--- src/rtl/sfs_pkg.sv ---
package sfs_pkg;

  // Sizes
  localparam int MAX_FRAMES = 16;
  localparam int TIME_BITS  = 16;
  localparam int FRAME_W    = $clog2(MAX_FRAMES);
  localparam int CNT_W      = $clog2(MAX_FRAMES + 1);
  localparam int ELAPSED_W  = TIME_BITS + 1;
  localparam int STEP_W     = 16;
  localparam int APB_DATA_W = 32;
  localparam int APB_ADDR_W = 4;

  // Item kinds
  localparam logic [1:0] KIND_TICK      = 2'd0;
  localparam logic [1:0] KIND_LOAD      = 2'd1;
  localparam logic [1:0] KIND_SET_FRAME = 2'd2;
  localparam logic [1:0] KIND_RUN       = 2'd3;

  // Register indexes (word address bits)
  localparam logic [1:0] REG_FRAME_COUNT = 2'd0;
  localparam logic [1:0] REG_LOOP        = 2'd1;
  localparam logic [1:0] REG_REWIND      = 2'd2;

  typedef struct packed {
    logic [1:0]           kind;
    logic [TIME_BITS-1:0] frame_time;
    logic [FRAME_W-1:0]   frame_index;
    logic [TIME_BITS-1:0] duration;
    logic                 run;
  } sfs_item_t;

  typedef struct packed {
    logic [FRAME_W-1:0] current_frame;
    logic               is_paused;
    logic               moving_forward;
    logic [STEP_W-1:0]  frames_stepped;
  } sfs_result_t;

  typedef struct packed {
    logic [CNT_W-1:0] frame_count;
    logic             loop_enable;
    logic             rewind_backward;
  } sfs_cfg_t;

  // Controller to datapath
  typedef struct packed {
    logic start;  // take the word and apply it
    logic rd;     // read the current frame's duration
    logic sub;    // one expiry: subtract duration, count it
    logic adv;    // step the frame along with sub
    logic emit;   // load the result register
  } sfs_cmd_t;

  // Datapath to controller
  typedef struct packed {
    logic tick_go;   // word at the input is a tick that will run
    logic ge;        // elapsed time reaches the duration
    logic paused;
    logic out_free;  // result register can take a word
  } sfs_stat_t;

endpackage

--- src/rtl/sfs_ctrl.sv ---
module sfs_ctrl (
  input  logic              clk,
  input  logic              rst,
  input  logic              item_valid,
  output logic              item_stall,
  input  sfs_pkg::sfs_stat_t stat,
  output sfs_pkg::sfs_cmd_t  cmd
);
  import sfs_pkg::*;

  localparam logic [1:0] ST_IDLE = 2'd0;
  localparam logic [1:0] ST_READ = 2'd1;
  localparam logic [1:0] ST_TEST = 2'd2;
  localparam logic [1:0] ST_DONE = 2'd3;

  logic [1:0] state;
  logic [1:0] state_next;

  // Sequence one word: apply, then loop read/test over expiries, then emit
  always_comb begin
    cmd        = '0;
    state_next = state;
    item_stall = (state != ST_IDLE);
    unique case (state)
      ST_IDLE: begin
        if (item_valid) begin
          cmd.start  = 1'b1;
          state_next = stat.tick_go ? ST_READ : ST_DONE;
        end
      end
      ST_READ: begin
        cmd.rd     = 1'b1;
        state_next = ST_TEST;
      end
      ST_TEST: begin
        if (!stat.ge) begin
          state_next = ST_DONE;
        end else if (stat.paused) begin
          // frame holds, duration stays valid: keep subtracting
          cmd.sub = 1'b1;
        end else begin
          cmd.sub    = 1'b1;
          cmd.adv    = 1'b1;
          state_next = ST_READ;
        end
      end
      ST_DONE: begin
        if (stat.out_free) begin
          cmd.emit   = 1'b1;
          state_next = ST_IDLE;
        end
      end
      default: state_next = ST_IDLE;
    endcase
  end

  always_ff @(posedge clk) begin
    if (rst) begin
      state <= ST_IDLE;
    end else begin
      state <= state_next;
    end
  end

  a_test_exit: assert property (@(posedge clk) disable iff (rst)
    (state == ST_TEST && !stat.ge) |=> (state == ST_DONE))
    else $error("loop did not finish when time ran short");

  a_done_hold: assert property (@(posedge clk) disable iff (rst)
    (state == ST_DONE && !stat.out_free) |=> (state == ST_DONE))
    else $error("left done while result register was busy");

endmodule

--- src/rtl/sfs_dp.sv ---
module sfs_dp (
  input  logic                 clk,
  input  logic                 rst,
  input  sfs_pkg::sfs_cfg_t    cfg,
  input  sfs_pkg::sfs_item_t   item,
  input  sfs_pkg::sfs_cmd_t    cmd,
  output sfs_pkg::sfs_stat_t   stat,
  output logic                 result_valid,
  input  logic                 result_stall,
  output sfs_pkg::sfs_result_t result
);
  import sfs_pkg::*;

  logic [TIME_BITS-1:0] mem [MAX_FRAMES];
  logic [TIME_BITS-1:0] dur_raw;
  logic [TIME_BITS-1:0] dur;
  logic [FRAME_W-1:0]   frame_now;
  logic [ELAPSED_W-1:0] elapsed;
  logic                 forward;
  logic                 paused;
  logic [STEP_W-1:0]    steps;

  logic [CNT_W-1:0]     cnt;
  logic [CNT_W-1:0]     last;
  logic [FRAME_W-1:0]   last_f;
  logic [FRAME_W-1:0]   clamp_frame;
  logic [ELAPSED_W-1:0] elapsed_sum;
  logic [FRAME_W-1:0]   adv_frame;
  logic                 adv_fwd;
  logic                 adv_pause;

  // Effective frame count and last index
  assign cnt    = (cfg.frame_count > CNT_W'(MAX_FRAMES)) ? CNT_W'(MAX_FRAMES)
                                                         : cfg.frame_count;
  assign last   = cnt - CNT_W'(1);
  assign last_f = last[FRAME_W-1:0];

  assign clamp_frame = ({1'b0, frame_now} >= cnt) ? last_f : frame_now;
  assign elapsed_sum = elapsed + {1'b0, item.frame_time};

  // Zero duration counts as one
  assign dur = (dur_raw == '0) ? TIME_BITS'(1) : dur_raw;

  assign stat.tick_go  = (item.kind == KIND_TICK) && !paused && (cnt >= CNT_W'(2));
  assign stat.ge       = (elapsed >= {1'b0, dur});
  assign stat.paused   = paused;
  assign stat.out_free = !result_valid || !result_stall;

  // Next frame, direction and pause after one expiry
  always_comb begin
    adv_frame = frame_now;
    adv_fwd   = forward;
    adv_pause = paused;
    if (forward) begin
      if (frame_now == last_f) begin
        if (cfg.rewind_backward) begin
          adv_fwd   = 1'b0;
          adv_frame = frame_now - FRAME_W'(1);
        end else if (!cfg.loop_enable) begin
          adv_pause = 1'b1;
        end else begin
          adv_frame = '0;
        end
      end else begin
        adv_frame = frame_now + FRAME_W'(1);
      end
    end else begin
      if (frame_now == '0) begin
        if (!cfg.loop_enable) begin
          adv_pause = 1'b1;
        end else begin
          adv_fwd   = 1'b1;
          adv_frame = frame_now + FRAME_W'(1);
        end
      end else begin
        adv_frame = frame_now - FRAME_W'(1);
      end
    end
  end

  // Sequencer state and result handshake
  always_ff @(posedge clk) begin
    if (rst) begin
      frame_now    <= '0;
      elapsed      <= '0;
      forward      <= 1'b1;
      paused       <= 1'b1;
      steps        <= '0;
      result_valid <= 1'b0;
    end else begin
      if (cmd.start) begin
        steps <= '0;
        unique case (item.kind)
          KIND_TICK: begin
            if (stat.tick_go) begin
              frame_now <= clamp_frame;
              elapsed   <= elapsed_sum;
            end
          end
          KIND_LOAD: begin
          end
          KIND_SET_FRAME: begin
            if ({1'b0, item.frame_index} < cnt) begin
              frame_now <= item.frame_index;
            end
          end
          KIND_RUN: begin
            paused <= !item.run;
          end
        endcase
      end
      if (cmd.sub) begin
        elapsed <= elapsed - {1'b0, dur};
        if (steps != '1) begin
          steps <= steps + STEP_W'(1);
        end
        if (cmd.adv) begin
          frame_now <= adv_frame;
          forward   <= adv_fwd;
          paused    <= adv_pause;
        end
      end
      if (cmd.emit) begin
        result_valid <= 1'b1;
      end else if (!result_stall) begin
        result_valid <= 1'b0;
      end
    end
  end

  // Duration memory and registered read
  always_ff @(posedge clk) begin
    if (cmd.start && item.kind == KIND_LOAD) begin
      mem[item.frame_index] <= item.duration;
    end
    if (cmd.rd) begin
      dur_raw <= mem[frame_now];
    end
  end

  // Result register
  always_ff @(posedge clk) begin
    if (cmd.emit) begin
      result.current_frame  <= frame_now;
      result.is_paused      <= paused;
      result.moving_forward <= forward;
      result.frames_stepped <= steps;
    end
  end

  a_pause_holds_frame: assert property (@(posedge clk) disable iff (rst)
    (cmd.sub && !cmd.adv) |=> $stable(frame_now))
    else $error("frame moved during a paused expiry");

  a_steps_quiet: assert property (@(posedge clk) disable iff (rst)
    (!cmd.start && !cmd.sub) |=> $stable(steps))
    else $error("step count changed outside a tick loop");

endmodule

--- src/rtl/sprite_frame_sequencer_unit.sv ---
// Sprite frame sequencer.
// Input channel (item_valid / item_stall / item) takes one word per command:
// tick, load duration, set frame or set run/pause. Each word yields exactly
// one result word on result_valid / result_stall / result.
// Configuration registers sit on the APB port: frame_count at 0x0,
// loop_enable at 0x4, rewind_backward at 0x8. Write them only while idle.
// Order: a non-tick word, or a tick while paused or with fewer than two
// frames, goes from acceptance to the done state and then into the result
// register. A running tick first does one duration memory read and one
// compare/subtract for each expiry that steps the frame, and one compare/
// subtract for each expiry counted after the sequence pauses.
// One word is in work at a time; the next is taken once the result is
// loaded into the output register, so a stalled receiver blocks the block
// only when a second result is ready.
// Reset: frame 0, elapsed time 0, forward, paused, registers 0. Durations
// are undefined until loaded.
module sprite_frame_sequencer_unit (
  input  logic                            clk,
  input  logic                            rst,
  input  logic                            item_valid,
  output logic                            item_stall,
  input  sfs_pkg::sfs_item_t              item,
  output logic                            result_valid,
  input  logic                            result_stall,
  output sfs_pkg::sfs_result_t            result,
  input  logic                            psel,
  input  logic                            penable,
  input  logic                            pwrite,
  input  logic [sfs_pkg::APB_ADDR_W-1:0]  paddr,
  input  logic [sfs_pkg::APB_DATA_W-1:0]  pwdata,
  output logic [sfs_pkg::APB_DATA_W-1:0]  prdata,
  output logic                            pready
);
  import sfs_pkg::*;

  sfs_cfg_t  cfg;
  sfs_cmd_t  cmd;
  sfs_stat_t stat;
  logic [1:0] reg_sel;

  assign pready  = 1'b1;
  assign reg_sel = paddr[3:2];

  // Configuration writes
  always_ff @(posedge clk) begin
    if (rst) begin
      cfg <= '0;
    end else if (psel && penable && pwrite) begin
      unique case (reg_sel)
        REG_FRAME_COUNT: cfg.frame_count     <= pwdata[CNT_W-1:0];
        REG_LOOP:        cfg.loop_enable     <= pwdata[0];
        REG_REWIND:      cfg.rewind_backward <= pwdata[0];
        default: ;
      endcase
    end
  end

  // Configuration reads
  always_comb begin
    unique case (reg_sel)
      REG_FRAME_COUNT: prdata = APB_DATA_W'(cfg.frame_count);
      REG_LOOP:        prdata = APB_DATA_W'(cfg.loop_enable);
      REG_REWIND:      prdata = APB_DATA_W'(cfg.rewind_backward);
      default:         prdata = '0;
    endcase
  end

  sfs_ctrl u_ctrl (
    .clk        (clk),
    .rst        (rst),
    .item_valid (item_valid),
    .item_stall (item_stall),
    .stat       (stat),
    .cmd        (cmd)
  );

  sfs_dp u_dp (
    .clk          (clk),
    .rst          (rst),
    .cfg          (cfg),
    .item         (item),
    .cmd          (cmd),
    .stat         (stat),
    .result_valid (result_valid),
    .result_stall (result_stall),
    .result       (result)
  );

endmodule

--- config.mk ---
export PLATFORM = sky130hd
export DESIGN_NAME = sprite_frame_sequencer_unit
export DESIGN_NICKNAME = d
export VERILOG_FILES = /design/src/rtl/sfs_pkg.sv /design/src/rtl/sfs_ctrl.sv /design/src/rtl/sfs_dp.sv /design/src/rtl/sprite_frame_sequencer_unit.sv
export SDC_FILE = /design/constraint.sdc
export NUM_CORES = 1
export LEC_CHECK = 0
export BUFFER_PORTS_ARGS = -buffer_cell sky130_fd_sc_hd__buf_4
export CAP_MARGIN = 25
export CORE_ASPECT_RATIO = 1.1
export CORE_MARGIN = 2
export CORE_UTILIZATION = 40
export DETAILED_ROUTE_END_ITERATION = 10
export SETUP_SLACK_MARGIN = 0.4
export SYNTH_ARGS = -nofsm -noshare
export SYNTH_HDL_FRONTEND = slang
export SYNTH_SLANG_ARGS = --single-unit
--- constraint.sdc ---
create_clock -name clk -period 6.2 [get_ports clk]
set_input_delay 1.24 -clock clk [delete_from_list [all_inputs] [get_ports clk]]
set_output_delay 1.24 -clock clk [all_outputs]
set_load 0.03 [all_outputs]
==> reports/summary.log <==
qor: global_routing.grt_pass1_vias 8,859
qor: floorplan.chipWidth 192 um
qor: synth.proportion_of_synthesized_chip_area_in_sequential_cells 63.1%
qor: global_routing.gr-total-overflow 0
qor: clock_tree.clockBufferDepth 3
qor: global_routing.grt_start_max_net_pins 64
qor: critical_path.worst-endpoint-arrival 3900 ps
qor: clock_tree.tritoncts built
qor: clock_tree.cts.reportedPaths.clkPinSlew 60 ps
qor: route.drt-total-wl 33,300 um
qor: cells_and_area.final_nets 1,263
qor: floorplan.die-height 211 um
qor: sta.fmax 291 MHz
qor: sta.timing.final.ws_setup 2770 ps
qor: route.drt_iter0_drc 583
qor: sta.slew_viol_final 0
qor: route.drt-pass1-iter-count 5
qor: clock_tree.cts_sinks 343
qor: placement.place_hpwl 20,700 um
qor: critical_path.critical_path.startpoint u_dp.dur_raw[9]$_DFFE_PP_
qor: placement.pre_cts_slack 2480 ps
qor: synth.synth-async-reset-ratio 0%
qor: route.drt-vias-per-instance 5.43
qor: critical_path.r2r.worst_path.cells 12
qor: floorplan.design.die.area 40,500 sq um
qor: clock_tree.cts_setup_buffers 0
qor: synth.synth_area 15,600 sq um
qor: placement.place_congestion 0.832
qor: clock_tree.cts.root.buffer_cell sky130_fd_sc_hd__clkbuf_16
qor: sta.fin_skew 23.1 ps
qor: outcome.run_status completed
qor: global_routing.grt_pass1_wl 51,000 um
qor: power.static-leakage-power 6.06 nW
qor: critical_path.worstReg2RegEnd u_dp.steps[10]$_SDFF_PP0_
qor: floorplan.design.core.area 38,300 sq um
qor: critical_path.critical_path.endpoint_type register
qor: sta.rsz0062_at_grt no
qor: flow_run.drv.max_cap_violation_count 0
qor: critical_path.setup.worst_path.class register to register
qor: synth.yosys_warnings 0
qor: clock_tree.clk-insertion-delay-late 540 ps
qor: clock_tree.cts_hold_repair.buffers 0
qor: route.detail_route.wl_per_cell 20.1 um
qor: critical_path.critical_path.endpoint u_dp.steps[10]$_SDFF_PP0_
qor: sta.timing_worst_slew_pin_value 964 ps
qor: power.vdd_drop_max 0.206 mV
qor: synth.post_synth_inst_count 1,039
qor: min_path.holdCritPathClass register to register
qor: power.power_per_cell_area 270 nW/um^2
qor: critical_path.r2r_start u_dp.dur_raw[9]$_DFFE_PP_
qor: synth.synth_edf_count 294
qor: cells_and_area.antenna_cells 0
qor: route.drcViolationCount 0
qor: clock_tree.numCtsBuffers 37
qor: cells_and_area.final_layout_size_suffix_gt1_share 23.7%
qor: global_routing.initial_antenna_violation_count 2
qor: floorplan.placement_rows 75
qor: critical_path.crit_fanout 31
qor: route.drtAntennaViolNets 0
qor: min_path.worst_hold_path.num_cells 0
qor: synth.netlist-cell-type-count 66
qor: global_routing.globalRouteTotalUtil 16.6%
qor: sta.final_min_period_over_clock_period 55.3%
qor: sta.final.setup.tns 0 ps
qor: synth.postSynthAreaPerCell 15.0 sq um
qor: power.power 4.83 mW
qor: critical_path.r2r_setup_slack 2770 ps
qor: floorplan.count_of_boundary_i_o_pins 139
qor: floorplan.starting_density 40.6%
qor: clock_tree.ctsHtreeMaxLevel 2
qor: placement.portBuffers 81
qor: sta.finalHoldViolCount 0
qor: critical_path.timing.critical_path.from_type register
qor: sta.final.min_clock_period 3430 ps
qor: route.dr_total_vias 9,007
qor: critical_path.timing.critical_path.required 6670 ps
qor: cells_and_area.flow.area_growth_from_synthesis 14.9%
qor: synth.synthFlopType sky130_fd_sc_hd__edfxtp_1
qor: sta.finalSetupViolations 0
qor: clock_tree.ctsResizeCount 0
qor: synth.ys_ff_latch 343
qor: min_path.timing.hold.worst.start u_dp.steps[1]$_SDFF_PP0_
qor: sta.relative_max_transition_margin 35.8%
-- layout by cell type, fill, tap and decap left out, types with 5 or more instances in the layout --
cell / count
sky130_fd_sc_hd__nor4_1: 9
sky130_fd_sc_hd__nor2_2: 9
sky130_fd_sc_hd__ha_1: 44
sky130_fd_sc_hd__a221oi_1: 11
sky130_fd_sc_hd__nor3_2: 9
sky130_fd_sc_hd__a21o_1: 20
sky130_fd_sc_hd__buf_4: 103
sky130_fd_sc_hd__clkbuf_1: 5
sky130_fd_sc_hd__or3_1: 8
sky130_fd_sc_hd__conb_1: 28
sky130_fd_sc_hd__clkbuf_16: 37
sky130_fd_sc_hd__o21ai_0: 24
sky130_fd_sc_hd__dfxtp_1: 46
sky130_fd_sc_hd__nand3_1: 17
sky130_fd_sc_hd__o311ai_1: 5
sky130_fd_sc_hd__a211oi_1: 22
sky130_fd_sc_hd__nand4_1: 8
sky130_fd_sc_hd__and3_1: 7
sky130_fd_sc_hd__mux2i_1: 10
sky130_fd_sc_hd__nor2_1: 58
sky130_fd_sc_hd__edfxtp_1: 294
sky130_fd_sc_hd__nand2_1: 54
sky130_fd_sc_hd__or2_2: 5
sky130_fd_sc_hd__and2_1: 7
sky130_fd_sc_hd__nand2b_1: 12
sky130_fd_sc_hd__nor3_1: 18
sky130_fd_sc_hd__inv_1: 37
sky130_fd_sc_hd__nor2b_1: 10
sky130_fd_sc_hd__o211ai_1: 6
sky130_fd_sc_hd__xnor2_1: 18
sky130_fd_sc_hd__mux4_2: 80
sky130_fd_sc_hd__o21ai_1: 5
sky130_fd_sc_hd__clkinv_1: 6
sky130_fd_sc_hd__xor2_1: 11
sky130_fd_sc_hd__a21oi_1: 39
-- layout make-up --
| type | instances | area (sq um) |
|---|---|---|
| flip-flops and latches | 343 | 9820 |
| fillers | 3329 | 20400 |
| inverters | 37 | 139 |
| repair buffers | 103 | 773 |
| multi-input cells | 613 | 5380 |
| clock inverters | 18 | 173 |
| clock buffers | 44 | 972 |
| well taps | 500 | 626 |
-- kinds of logic (layout without fill, tap and decap cells) --
kind of cell | count (synthesis) | after routing | share of synthesized area, %
flip-flops | 343 | 343 | 63.1
AND/OR/NAND/NOR | 245 | 245 | 7.79
AO/OA/AOI/OAI | 173 | 173 | 7.81
buffers and inverters | 109 | 202 | 3.40
multiplexers | 91 | 91 | 12.3
adder cells (fa/ha/maj) | 46 | 46 | 3.80
XOR/XNOR | 30 | 30 | 1.78
other | 2 | 28 | 0.0483
-- Yosys cell counts, types with 3 or more instances --
cell type,n,area [sq um]
sky130_fd_sc_hd__buf_1,4,15.0
sky130_fd_sc_hd__o21ai_0,24,120
sky130_fd_sc_hd__nand2b_1,12,75.1
sky130_fd_sc_hd__nand2_1,54,203
sky130_fd_sc_hd__buf_2,12,60.1
sky130_fd_sc_hd__and3_1,7,43.8
sky130_fd_sc_hd__o21bai_1,4,30.0
sky130_fd_sc_hd__mux2i_1,10,100
sky130_fd_sc_hd__a221oi_1,11,96.3
sky130_fd_sc_hd__nand4_1,8,50.1
sky130_fd_sc_hd__or2_2,5,31.3
sky130_fd_sc_hd__a211o_1,4,35.0
sky130_fd_sc_hd__o211ai_1,6,45.0
sky130_fd_sc_hd__a21oi_1,40,200
sky130_fd_sc_hd__a311oi_1,4,35.0
sky130_fd_sc_hd__o311ai_1,5,43.8
sky130_fd_sc_hd__a211oi_1,22,165
sky130_fd_sc_hd__xnor2_1,18,158
sky130_fd_sc_hd__nor3b_1,4,30.0
sky130_fd_sc_hd__a21o_1,20,150
sky130_fd_sc_hd__and2_1,7,43.8
sky130_fd_sc_hd__nand3_1,17,85.1
sky130_fd_sc_hd__o21ai_1,5,25.0
sky130_fd_sc_hd__buf_4,28,210
sky130_fd_sc_hd__mux4_2,80,1800
sky130_fd_sc_hd__nor4_1,10,62.6
sky130_fd_sc_hd__xor2_1,11,96.3
sky130_fd_sc_hd__nor2_1,66,248
sky130_fd_sc_hd__clkbuf_1,28,105
sky130_fd_sc_hd__a211oi_2,3,37.5
sky130_fd_sc_hd__nor3_1,25,125
sky130_fd_sc_hd__or3_1,8,50.1
sky130_fd_sc_hd__ha_1,44,551
sky130_fd_sc_hd__nor2b_1,10,62.6
sky130_fd_sc_hd__dfxtp_1,49,981
sky130_fd_sc_hd__inv_1,37,139
sky130_fd_sc_hd__edfxtp_1,294,8830
sky130_fd_sc_hd__a31oi_1,4,25.0
sky130_fd_sc_hd__o21a_1,3,22.5
-- sequential cells by signal, summed over array words and instances, names as in the netlist, 2 cells and up --
register        flops
u_ctrl.state        2
u_dp.result        22
u_dp.mem          256
u_dp.frame_now      4
u_dp.elapsed       17
u_dp.dur_raw       16
cfg                 7
u_dp.steps         16
-- how the worst min path moves through the flow --
stage	to	slack, ps
after global placement	u_dp.result[1]$_DFFE_PP_	480
after global routing	u_dp.result[1]$_DFFE_PP_	520
after floorplan	u_dp.result[18]$_DFFE_PP_	430
after CTS	u_dp.result[1]$_DFFE_PP_	490
final	u_dp.result[1]$_DFFE_PP_	490
after detailed placement	u_dp.result[1]$_DFFE_PP_	480
-- where the power goes --
part           leakage [nW]  total [mW]  switching (mW)  internal, mW
Sequential             3.05        2.54          0.0175          2.52
Combinational          2.46       0.223           0.140        0.0825
Clock                 0.553        2.07           0.893          1.18
-- critical path, cell delays in order (launching register included) --
cell and delay [ps]:
sky130_fd_sc_hd__edfxtp_1 380, sky130_fd_sc_hd__nor4_1 460, sky130_fd_sc_hd__a41o_1 270, sky130_fd_sc_hd__ha_1 200
sky130_fd_sc_hd__nand2b_1 130, sky130_fd_sc_hd__a21o_1 170, sky130_fd_sc_hd__a21o_1 220, sky130_fd_sc_hd__o21ai_4 100
sky130_fd_sc_hd__a21o_1 180, sky130_fd_sc_hd__buf_4 230, sky130_fd_sc_hd__a211oi_2 720, sky130_fd_sc_hd__o21ai_0 200
sky130_fd_sc_hd__o21ai_0 110
-- per-stage QoR --
stage | area [sq um] | utilization, % | hold WS, ps | instances
finish | 17900 | 46.7 | 492 | 1658
global route | 17900 | 46.7 | 517 | 1658
CTS | 17900 | 46.7 | 494 | 1658
detailed placement | 16700 | 43.7 | 480 | 1596
global placement | 16700 | 43.7 | 481 | 1596
floorplan | 15700 | - | 435 | 1065
-- routing by layer --
metal	track usage [%]	wire length (um)
met5	0	29
met4	4.50	630
met3	2.91	1920
met2	27.8	16200
met1	22.5	14500
Note: power is estimated with default switching activity, not from simulation.
